==> config.mk <==
export PLATFORM = sky130hd
export DESIGN_NAME = scfl_front
export DESIGN_NICKNAME = d
export VERILOG_FILES = /design/src/hdl/scfl_pkg.sv /design/src/hdl/scfl_front.sv
export SDC_FILE = /design/constraint.sdc
export NUM_CORES = 1
export LEC_CHECK = 0
export CAP_MARGIN = 15
export CORE_AREA = 4 4 65 67
export DETAILED_ROUTE_END_ITERATION = 6
export DIE_AREA = 0 0 69 71
export DONT_BUFFER_PORTS = 1
export PLACE_DENSITY = 0.57
export SLEW_MARGIN = 0
export SYNTH_ARGS = -nofsm -noshare
export SYNTH_HDL_FRONTEND = slang
export SYNTH_SLANG_ARGS = --single-unit
==> constraint.sdc <==
create_clock -name vclk -period 4.1
set_input_delay 0.82 -clock vclk [all_inputs]
set_output_delay 0.82 -clock vclk [all_outputs]
set_load 0.01 [all_outputs]
==> src/hdl/scfl_pkg.sv <==
package scfl_pkg;

  localparam int MIN_UNIT_BYTES = 64;
  localparam int NUM_CLASSES    = 16;
  localparam int CLASS_SLOTS    = 64;
  localparam int ADDR_WIDTH     = 32;

  localparam int CIDX_W      = (NUM_CLASSES > 1) ? $clog2(NUM_CLASSES) : 1;
  localparam int HEAD_W      = $clog2(CLASS_SLOTS);
  localparam int FILL_W      = $clog2(CLASS_SLOTS + 1);
  localparam int SUM_W       = FILL_W + 1;
  localparam int STORE_DEPTH = NUM_CLASSES * CLASS_SLOTS;
  localparam int STORE_AW    = $clog2(STORE_DEPTH);
  localparam int STORE_W     = (ADDR_WIDTH < 32) ? ADDR_WIDTH : 32;
  localparam int Q_DEPTH     = 2;
  localparam int Q_PTR_W     = $clog2(Q_DEPTH);
  localparam int Q_CNT_W     = $clog2(Q_DEPTH + 1);

  localparam logic [4:0]  LARGE_CLASS = 5'd16;
  localparam logic [31:0] MAX_UNIT    = 32'(MIN_UNIT_BYTES) << (NUM_CLASSES - 1);

  localparam logic ACT_ALLOC = 1'b0;
  localparam logic ACT_FREE  = 1'b1;

  localparam int CAP_TABLE [16] = '{50, 50, 50, 50, 50, 50, 50, 50, 50, 8, 4, 2, 1, 1, 1, 1};

  typedef enum logic [2:0] {
    KIND_REUSED,
    KIND_FRESH_SMALL,
    KIND_FRESH_LARGE,
    KIND_NULL,
    KIND_POOLED,
    KIND_RELEASED,
    KIND_INVALID
  } kind_t;

  typedef enum logic [2:0] {
    OP_NULL,
    OP_ALLOC_SMALL,
    OP_ALLOC_LARGE,
    OP_FREE_SMALL,
    OP_FREE_LARGE,
    OP_INVALID
  } op_t;

  typedef struct packed {
    op_t         op;
    logic [4:0]  cls;
    logic [31:0] unit;
    logic [31:0] addr;
  } cmd_t;

  function automatic logic [31:0] unit_of(input logic [3:0] k);
    return 32'(MIN_UNIT_BYTES) << k;
  endfunction

  function automatic logic [FILL_W-1:0] slot_cap(input logic [3:0] k);
    int c;
    c = CAP_TABLE[k];
    if (c > CLASS_SLOTS) c = CLASS_SLOTS;
    return FILL_W'(c);
  endfunction

endpackage

==> src/hdl/scfl_front.sv <==
module scfl_front
  import scfl_pkg::*;
(
  input  logic        action,
  input  logic [31:0] request_size,
  input  logic [31:0] block_address,
  input  logic [4:0]  block_class,
  input  logic [31:0] block_size,
  output cmd_t        cmd
);

  logic [CIDX_W-1:0] k_sel;
  logic              fits;
  logic              hdr_ok;

  // smallest class whose unit covers the request
  always_comb begin
    k_sel = '0;
    fits  = 1'b0;
    for (int k = NUM_CLASSES - 1; k >= 0; k--) begin
      if (request_size <= unit_of(4'(k))) begin
        k_sel = CIDX_W'(k);
        fits  = 1'b1;
      end
    end
  end

  always_comb begin
    if (block_class == LARGE_CLASS) begin
      hdr_ok = block_size > MAX_UNIT;
    end else begin
      hdr_ok = (block_class < 5'(NUM_CLASSES)) && (block_size <= MAX_UNIT);
    end
  end

  always_comb begin
    cmd.op   = OP_NULL;
    cmd.cls  = '0;
    cmd.unit = '0;
    cmd.addr = block_address;
    if (action == ACT_ALLOC) begin
      if (request_size != '0) begin
        if (!fits) begin
          cmd.op   = OP_ALLOC_LARGE;
          cmd.cls  = LARGE_CLASS;
          cmd.unit = request_size;
        end else begin
          cmd.op   = OP_ALLOC_SMALL;
          cmd.cls  = 5'(k_sel);
          cmd.unit = unit_of(4'(k_sel));
        end
      end
    end else if (block_address != '0) begin
      cmd.cls  = block_class;
      cmd.unit = block_size;
      if (!hdr_ok) begin
        cmd.op = OP_INVALID;
      end else if (block_class == LARGE_CLASS) begin
        cmd.op = OP_FREE_LARGE;
      end else begin
        cmd.op = OP_FREE_SMALL;
      end
    end
  end

endmodule

# After elaboration in Yosys (flattened, before gate mapping)
# Index checks and enable logic that the tools add are counted.
[classes]
magnitude_cmp = 19
eq_ne = 1
shift = 1
muxes = 39
reduce_logical = 3
[op_table]
columns = ["cell", "count"]
rows = [
  ["$mux W40", 2],
  ["$mux W39", 2],
  ["$le A32 B22 Y1 const B", 2],
  ["$mux W4", 16],
  ["$reduce_bool A32 Y1", 2],
  ["$gt A32 B22 Y1 const B", 1],
  ["$le A32 B10 Y1 const B", 1],
  ["$le A32 B11 Y1 const B", 1],
  ["$le A32 B12 Y1 const B", 1],
  ["$le A32 B13 Y1 const B", 1],
  ["$le A32 B14 Y1 const B", 1],
  ["$le A32 B15 Y1 const B", 1],
  ["$le A32 B16 Y1 const B", 1],
  ["$le A32 B17 Y1 const B", 1],
  ["$le A32 B18 Y1 const B", 1],
  ["$le A32 B19 Y1 const B", 1],
  ["$le A32 B20 Y1 const B", 1],
  ["$le A32 B21 Y1 const B", 1],
  ["$le A32 B7 Y1 const B", 1],
  ["$le A32 B8 Y1 const B", 1],
  ["$le A32 B9 Y1 const B", 1],
  ["$shl A7 B4 Y32 const A", 1],
  ["$mux W1", 17],
  ["$mux W3", 2],
  ["other kinds (3)", 3],
]
[word_totals]
register_bits = 0
inputBits = 102
output_inout_bits = 72
word_cells = 63

# Longest topological paths before layout
[depth]
depth_word = 21
mapped_depth = 8

# Least setup slack after synthesis
# OpenSTA, ideal clock, no wires.
[synth_path]
path_type = "input port to output port"
startpoint = "input port request_size[30]"
endpoint = "output port cmd[43] in the netlist's numbering"
arrival_ps = 2822
required_time_ps = 3280
slack_ps = 458
cell_stages = 7
n_path_buf = 0
cell_sequence = "or4_4 or4_4 o41a_2 o31ai_1 a31o_2 nand2_1 o31ai_1"
[synth_rtl]
columns = ["item", "line", "source"]
rows = [
  ["start, declared", "scfl_front.sv:5", "input logic [31:0] request_size,"],
  ["end, declared", "scfl_front.sv:9", "output cmd_t cmd"],
]

==> results.sh <==
export IMPL_p_leak_nw=0.432
export IMPL_fin_nets=304
export IMPL_grt_max_degree=25
export IMPL_min_period_ps=3950
export IMPL_stdcell_area_sq_um=1560
export IMPL_max_stage_delay_ps=460
export IMPL_io_pins=174
export IMPL_port_buffers=0
export IMPL_core_area_sq_um=3630
export IMPL_worst_path_max_fanout=7
export IMPL_grt_pass1_vias=1837
export IMPL_seq_cells=0
export IMPL_syn_to_final_growth_pct=-5.45
export IMPL_avgSynthCellArea_sq_um=7.28
export IMPL_synth_most_common_cell="buf_4"
export IMPL_rsz0062_at_grt="false"
export IMPL_fp_dieH_um=71
export IMPL_placed_area_sq_um=1530
export IMPL_place_ws_ps=151
export IMPL_maxSlewViolCount=0
export IMPL_die_x_um=69
export IMPL_grt_pass1_wl_um=9520
export IMPL_fillers=378
export IMPL_maxCapViolCount=0
export IMPL_overflow=0
export IMPL_layout_drive_gt1_share_pct=18.5
export IMPL_multi_input_area_sq_um=1400
export IMPL_cellPowerDensity_nw_per_um2=59.2
export IMPL_path_buf_inv=0
export IMPL_required_ps=3280
export IMPL_fmax_mhz=253
export IMPL_endpoint_kind="output pin"
export IMPL_antenna_left=0
export IMPL_syn_num_nets=329
export IMPL_post_cts_buffers=0
export IMPL_worst_setup_path_start_kind="primary input"
export IMPL_finalWirelength_um=6440
export IMPL_final_setup_worst_slack_ps=146
export IMPL_gp_congestion=0.975
export IMPL_regArea_sq_um=0
export IMPL_seq_area_frac_synth_pct=0
export IMPL_synthesis_area_sq_um=1650
export IMPL_vias_per_cell=7.82
export IMPL_antenna_found_initial=0
export IMPL_hp_class="in -> out"
export IMPL_synth_top_cells_by_area="buf_4 15%, a22o_1 11%, nor4_1 6.4%"
export IMPL_synth_cell_types=56
export IMPL_initial_core_util_pct=45.5
export IMPL_wire_per_inst_um=26.0
export IMPL_first_iter_violations=114
export IMPL_relSlewSlack_pct=44.2
export IMPL_worst_pin_slew_ps=837
export IMPL_synthTopCellsByCount="32 x buf_4, 21 x a22o_1, 17 x nor4_1, 13 x nor3_1, 11 x nand2_1"
export IMPL_rows=22
export IMPL_synth_warnings=0
export IMPL_critical_path_class="in -> out"
export IMPL_hpwl_um=5470
export IMPL_synth_largest_area_cell="buf_4"
export IMPL_num_vias=1939
export IMPL_status="complete, no violations"
export IMPL_arrival_ps=3130
export IMPL_cp_top_family="compound AO/OA/AOI/OAI gates"
export IMPL_setup_viol=0
export IMPL_n_antenna_cell=0
export IMPL_netlist_instances=227
export IMPL_ir_worst_vdd_uv=25.1
export IMPL_finalCritPeriodShare_pct=96.4
export IMPL_dieArea_sq_um=4900
export IMPL_drc_errors=0
export IMPL_slowest_stage="nor4_4"
export IMPL_first_pass_iters=5
export IMPL_grt_usage_pct=22.9
export IMPL_path_cells="nor4_4 > nand4_2 > o32a_1 > o31ai_1 > a31o_2 > nand2_1 > o21ai_0"
export IMPL_n_clock_buffer=0
export IMPL_hold_viol=0
export IMPL_netlist_area_leader_share_pct=14.5
export IMPL_tns_ps=0
[per-layer routing]
metal	GRT usage, %	vias to the layer above	wire length, um
met5	0	-	0
met4	3.90	0	131
met3	4.97	16	687
met2	42.7	147	3390
met1	27.2	910	2230
li1	-	866	-
[per-stage QoR]
stage	total power, W	utilization, %	hold WS, ps	cells
finish	0.0000924	43.0	1640	248
global route	0.0000991	43.0	1640	248
detailed placement	0.0000908	42.2	1640	248
CTS	0.0000910	42.2	1640	248
floorplan	0.000107	-	1730	227
global placement	0.0000915	42.2	1640	248
[cell usage in the layout (no fill, tap or decap), types with 3 or more instances in the layout]
master / count
a211o_1: 3
a211oi_1: 4
a21o_1: 4
a221o_1: 4
a22o_1: 21
a22oi_1: 8
a31o_1: 3
and2_1: 4
and3_1: 3
buf_4: 13
nand2_1: 11
nand3_1: 9
nand3b_1: 3
nand4_1: 8
nor2_1: 8
nor3_1: 12
nor4_1: 17
nor4_4: 3
o21ai_0: 7
o21ai_1: 3
o31ai_1: 3
o31ai_2: 3
or3_1: 3
or4_1: 4
[path summary, 6_finish.rpt]
kind | from | end | slack, ps | cells after the start
worst max-delay path | request_size[1] | cmd[39] | 150 | 7
worst min-delay path | block_address[20] | cmd[20] | 1640 | 0
[cells by family after synthesis]
| family | share of synthesized area [%] |
|---|---|
| compound gates | 41.7 |
| buf+inv | 17.3 |
| simple gates | 41.0 |
[power by group]
group | internal [W] | switching, W
logic | 0.0000390 | 0.0000535
registers | 0 | 0
clock network | 0 | 0
total | 0.0000390 | 0.0000535
[timing repair]
action | 4_1_cts | 5_1_grt
hold buffers | 0 | 0
setup endpoints to repair | 0 | 5
gates resized for setup | 0 | 5
[layout make-up]
class,count,share of cell area [%]
multi-input combinational,185,89.4
timing repair buffer,13,6.24
tap,48,3.84
inverter,2,0.480
(Power assumes the default switching activity.)
