<file path="src/hdl/scfl_pkg.sv">
package scfl_pkg;

  localparam int MIN_UNIT_BYTES = 64;
  localparam int NUM_CLASSES    = 16;
  localparam int CLASS_SLOTS    = 64;
  localparam int ADDR_WIDTH     = 32;

  localparam int CIDX_W      = (NUM_CLASSES > 1) ? $clog2(NUM_CLASSES) : 1;
  localparam int HEAD_W      = $clog2(CLASS_SLOTS);
  localparam int FILL_W      = $clog2(CLASS_SLOTS + 1);
  localparam int SUM_W       = FILL_W + 1;
  localparam int STORE_DEPTH = NUM_CLASSES * CLASS_SLOTS;
  localparam int STORE_AW    = $clog2(STORE_DEPTH);
  localparam int STORE_W     = (ADDR_WIDTH < 32) ? ADDR_WIDTH : 32;
  localparam int Q_DEPTH     = 2;
  localparam int Q_PTR_W     = $clog2(Q_DEPTH);
  localparam int Q_CNT_W     = $clog2(Q_DEPTH + 1);

  localparam logic [4:0]  LARGE_CLASS = 5'd16;
  localparam logic [31:0] MAX_UNIT    = 32'(MIN_UNIT_BYTES) << (NUM_CLASSES - 1);

  localparam logic ACT_ALLOC = 1'b0;
  localparam logic ACT_FREE  = 1'b1;

  localparam int CAP_TABLE [16] = '{50, 50, 50, 50, 50, 50, 50, 50, 50, 8, 4, 2, 1, 1, 1, 1};

  typedef enum logic [2:0] {
    KIND_REUSED,
    KIND_FRESH_SMALL,
    KIND_FRESH_LARGE,
    KIND_NULL,
    KIND_POOLED,
    KIND_RELEASED,
    KIND_INVALID
  } kind_t;

  typedef enum logic [2:0] {
    OP_NULL,
    OP_ALLOC_SMALL,
    OP_ALLOC_LARGE,
    OP_FREE_SMALL,
    OP_FREE_LARGE,
    OP_INVALID
  } op_t;

  typedef struct packed {
    op_t         op;
    logic [4:0]  cls;
    logic [31:0] unit;
    logic [31:0] addr;
  } cmd_t;

  function automatic logic [31:0] unit_of(input logic [3:0] k);
    return 32'(MIN_UNIT_BYTES) << k;
  endfunction

  function automatic logic [FILL_W-1:0] slot_cap(input logic [3:0] k);
    int c;
    c = CAP_TABLE[k];
    if (c > CLASS_SLOTS) c = CLASS_SLOTS;
    return FILL_W'(c);
  endfunction

endpackage

</file>
<file path="src/hdl/scfl_queue.sv">
module scfl_queue
  import scfl_pkg::*;
(
  input  logic clk,
  input  logic rst,
  input  logic push,
  input  cmd_t wr_cmd,
  output logic full,
  input  logic pop,
  output cmd_t rd_cmd,
  output logic not_empty
);

  cmd_t               entry [Q_DEPTH];
  logic [Q_PTR_W-1:0] wr_ptr;
  logic [Q_PTR_W-1:0] rd_ptr;
  logic [Q_CNT_W-1:0] count;

  assign full      = count == Q_CNT_W'(Q_DEPTH);
  assign not_empty = count != '0;
  assign rd_cmd    = entry[rd_ptr];

  always_ff @(posedge clk) begin
    if (push) begin
      entry[wr_ptr] <= wr_cmd;
    end
  end

  always_ff @(posedge clk) begin
    if (rst) begin
      wr_ptr <= '0;
      rd_ptr <= '0;
      count  <= '0;
    end else begin
      if (push) begin
        wr_ptr <= (wr_ptr == Q_PTR_W'(Q_DEPTH - 1)) ? '0 : wr_ptr + 1'b1;
      end
      if (pop) begin
        rd_ptr <= (rd_ptr == Q_PTR_W'(Q_DEPTH - 1)) ? '0 : rd_ptr + 1'b1;
      end
      case ({push, pop})
        2'b10:   count <= count + 1'b1;
        2'b01:   count <= count - 1'b1;
        default: count <= count;
      endcase
    end
  end

endmodule

</file>
<file path="config.mk">
export PLATFORM = sky130hd
export DESIGN_NAME = scfl_queue
export DESIGN_NICKNAME = d
export VERILOG_FILES = /design/src/hdl/scfl_pkg.sv /design/src/hdl/scfl_queue.sv
export SDC_FILE = /design/constraint.sdc
export NUM_CORES = 1
export LEC_CHECK = 0
export BUFFER_PORTS_ARGS = -buffer_cell sky130_fd_sc_hd__buf_4
export CAP_MARGIN = 20
export CORE_UTILIZATION = 43
export DETAILED_ROUTE_END_ITERATION = 6
export PLACE_DENSITY = 0.72
export SYNTH_ARGS = -nofsm -noshare
export SYNTH_HDL_FRONTEND = slang
export SYNTH_SLANG_ARGS = --single-unit
</file>
<file path="constraint.sdc">
create_clock -name clk -period 4.1 [get_ports clk]
set_input_delay 0.41 -clock clk [delete_from_list [all_inputs] [get_ports clk]]
set_output_delay 0.41 -clock clk [all_outputs]
set_load 0.005 [all_outputs]
</file>
# Word-level counts from Yosys, hierarchy flattened
# Memory sizes are Yosys's and may differ from the RTL's. A register that Yosys moved wholly into a read port is not among the register bits.
# Index checks and enable logic that the tools add are counted.
word_totals:
  register_bits: 4
  mem_bits_rw: 144
  inputBits: 76
  out_inout_bits: 74
  elab_cells: 20
  memories: 1
mem_list:
  columns: ["memory", "words", "word_bits", "rd", "rd_clocked_by_memory_dff", "wr", "line_no", "source"]
  rows:
  - ["entry", 2, 72, 1, 1, 1, "scfl_queue.sv:14", "cmd_t entry [Q_DEPTH];"]
classes:
  addsub: 4
  eq_ne: 3
  muxes: 7
  reduce_logical: 2
ops:
  columns: ["cell", "n"]
  rows:
  - ["$mux 1", 6]
  - ["$eq 2x2->1 const B", 2]
  - ["$pmux 2 s2", 1]
  - ["$reduce_bool 2->1", 2]
  - ["$add 1x1->1 const B", 2]
  - ["$add 2x1->2 const B", 1]
  - ["$eq 2x1->1 const B", 1]
  - ["$sub 2x1->2 const B", 1]

# Depth between registers and ports, before layout
logic_depth:
  word_depth: 4
  depth_mapped: 5

# Worst setup path before layout
# OpenSTA, ideal clock, no wires.
synth_timing:
  path_kind: "in2reg"
  startpoint: "input push"
  endpoint: "memory entry[0][0] (netlist name), enable pin"
  arrival_time_ns: 3.488
  required_time_ns: 3.596
  setup_slack_ns: 0.108
  stages: 2
  cell_sequence: "inv_1 -> nor2_1"
synth_between:
  elab_chain_cells: 2
synth_lines:
  columns: ["item", "line_no", "source"]
  rows:
  - ["start: declaration", "scfl_queue.sv:6", "input logic push,"]
  - ["$mux 1", "scfl_queue.sv:24", "if (push) begin"]
  - ["$mux 1 (implied by the code)", "scfl_queue.sv:25", "entry[wr_ptr] <= wr_cmd;"]
  - ["end: declaration", "scfl_queue.sv:14", null]
# No other way between the ends.

==> flow_metrics.py <==
metrics = {
    "clock_network": {
        "cts_root_buf": "clkbuf_16",
        "cts_resized": 0,
        "clock_sinks": 149,
        "numCtsBuffers": 17,
        "ctsHoldBuffers": 0,
        "cts.clk_slew.worst_paths_ps": 60,
        "h-tree-depth": 4,
        "cts.path.max_buffers": 2,
        "post-cts-setup-buffer-count": 0,
        "cts_tree": "yes",
        "worst_skew_pair.late_latency_ps": 410,
    },
    "yosys": {
        "syn-cell-area_mm2": 0.00538,
        "yosys-top-cells-area": "edfxtp_1 (80%), mux2_2 (15%), dfxtp_1 (1.9%)",
        "synth_most_common_cell": "edfxtp_1",
        "synth_top_family_by_area": "multiplexers",
        "ys_ff_latch": 149,
        "yosys.area_share.simple_pct": 0.860,
        "synth_top_area_share_pct": 80.3,
        "synth_edf_count": 144,
        "postSynthCellCount": 246,
        "synth_compound_area_share_pct": 0.186,
        "seq_area_frac_synth_pct": 82.2,
        "yosysTopAreaCell": "edfxtp_1",
        "synth.area.mux_share_pct": 15.1,
        "syn_nets": 323,
        "yosysUniqueCellTypes": 15,
        "synth_xor_area_share_pct": 0.651,
        "synth-main-ff-cell": "edfxtp_1",
        "ys_warn_count": 0,
        "syn_area_per_cell_um2": 21.9,
        "async_flop_share_pct": 0,
        "synthAdderAreaFrac_pct": 0.232,
        "synthTopCellsByCount": "edfxtp_1 (144), mux2_2 (72), buf_2 (8), dfxtp_1 (5), nor2_1 (5)",
    },
    "grt": {
        "grt_max_degree": 73,
        "grt_overflow": 0,
        "antenna_found_initial": 0,
        "grt_pass1_wl_mm": 14.2,
        "grt_pass1_vias": 2876,
        "grt.total_usage_pct": 15.2,
    },
    "layout": {
        "final_nets": 484,
        "n_antenna_cell": 0,
        "syn_to_final_growth_pct": 36.0,
        "layout-drive-gt1-share_pct": 61.0,
    },
    "sta": {
        "period_minus_slack_ps": 2430,
        "fin_crit_sh_pct": 59.3,
        "hold_slack_ps": 177,
        "timing.slew.headroom_pct": 32.5,
        "hold_violations": 0,
        "skew_ps": 7.34,
        "rsz0062_at_grt": "no",
        "tightest_slew_ps": 1010,
        "finalSetupTns_ps": 0,
        "finalSetupViolCount": 0,
        "layout_setup_ws_ps": 1670,
        "clock.fmax_ghz": 0.411,
        "slew_violations": 0,
    },
    "setup_path": {
        "endpoint_kind": "primary output",
        "crit_path_max_fanout": 72,
        "worstPathArrival_ps": 2020,
        "crit_required_ps": 3690,
        "reg2reg_from": "wr_ptr",
        "cp-start-kind": "register",
        "crit_type": "register to primary output",
        "r2r_cells": 1,
        "reg2reg_setup_slack_ps": 2400,
    },
    "power_and_ir_drop": {
        "power_density_mw_per_mm2": 521,
        "leakage_nw": 2.74,
        "irDropWorstVdd_uv": 275,
    },
    "die": {
        "io_pins": 150,
        "die_x_um": 114,
        "rows": 40,
        "die_h_um": 114,
        "fp.dieArea_mm2": 0.0130,
        "coreArea_mm2": 0.0121,
        "initial_core_util_pct": 44.4,
    },
    "detailed_routing": {
        "firstDrtPassIters": 4,
        "routed_wl_mm": 9.41,
        "via_count": 2744,
        "viasPerCell": 4.67,
        "initialDrtViolationCount": 134,
        "ant_nets": 0,
        "routedWlPerCell_um": 16.0,
        "drc": 0,
    },
    "outcome": {
        "outcome": "finished, final reports clean",
    },
    "min_path": {
        "min-delay-path-class": "input pin to register",
        "worstHoldStart": "wr_cmd[6]",
        "worstHoldPathCells": 1,
    },
    "place": {
        "pre_cts_ws_ps": 2070,
        "dpl.hpwl_mm": 5.60,
        "place_congestion": 0.668,
        "portBuffers": 149,
    },
    "job": {
        "drv_cap": 0,
    },
}
[metrics by stage]
| step | util (%) | instance area (um^2) | instances | total power [mW] |
|---|---|---|---|---|
| after CTS | 60.4 | 7320 | 588 | 3.86 |
| after floorplan | - | 5380 | 246 | 2.01 |
| after global placement | 55.3 | 6690 | 556 | 2.22 |
| after detailed placement | 55.3 | 6690 | 556 | 2.23 |
| after global routing | 60.4 | 7320 | 588 | 3.94 |
| final | 60.4 | 7320 | 588 | 3.81 |
[per-layer routing]
metal	share of wire (%)	global-route usage, %	wire (um)	vias to the layer above
met3	6.7	5.63	632	15
met1	40	17.0	3790	1345
met4	1.8	7.97	172	0
li1	-	-	-	1288
met2	51	25.4	4820	96
met5	0	0	0	-
[worst max-delay path: stages, from the launching register on]
cell     delay (ps)
dfxtp_4         970
mux2_2          440
buf_4           140
[state kept, by name, indices dropped and copies added (netlist names), named ones only]
| name | cells |
|---|---|
| entry | 144 |
| count | 2 |
| rd_ptr | 1 |
| wr_ptr | 1 |
[power breakdown]
part / internal, mW / leakage [nW] / switching [mW] / total (mW)
combinational: 0.226 / 1.04 / 0.135 / 0.361
sequential: 1.78 / 1.39 / 0.0487 / 1.83
clock: 1.06 / 0.303 / 0.562 / 1.63
[path summary, 6_finish.rpt]
| check | to |
|---|---|
| min reg2reg | rd_ptr |
| min | entry[1][6] |
| max | rd_cmd[48] |
| max reg2reg | entry[1][49] |
[cell families (layout without fill, tap and decap cells)]
family	Yosys count	count (layout)
buffers and inverters	9	183
and+or+nand+nor	9	9
muxes	72	72
AOI/OAI and AO/OA	2	2
DFF	149	149
xor gates and xnor gates	4	4
adders and majority gates	1	1
[final cells by class]
cell class              instances  area [um^2]
inverters                       1         3.75
flip-flops and latches        149         4430
clock inverters                 9          150
fillers                       911         4790
well taps                     168          210
clock buffers                  23          478
repair buffers                150         1130
multi-input cells              88          925
[cell usage in the layout, fill, tap and decap left out, drive strengths merged]
cell type	Yosys	layout
a21oi	1	1
and2	1	1
and2b	1	1
buf	8	150
bufinv	0	4
clkbuf	0	23
clkinv	0	3
clkinvlp	0	2
dfxtp	5	5
edfxtp	144	144
ha	1	1
inv	1	1
mux2	72	72
nor2	5	5
o21ai	1	1
or2	1	1
or3	1	1
xnor2	3	3
xor2	1	1
Note: power is estimated with default switching activity, not from simulation.
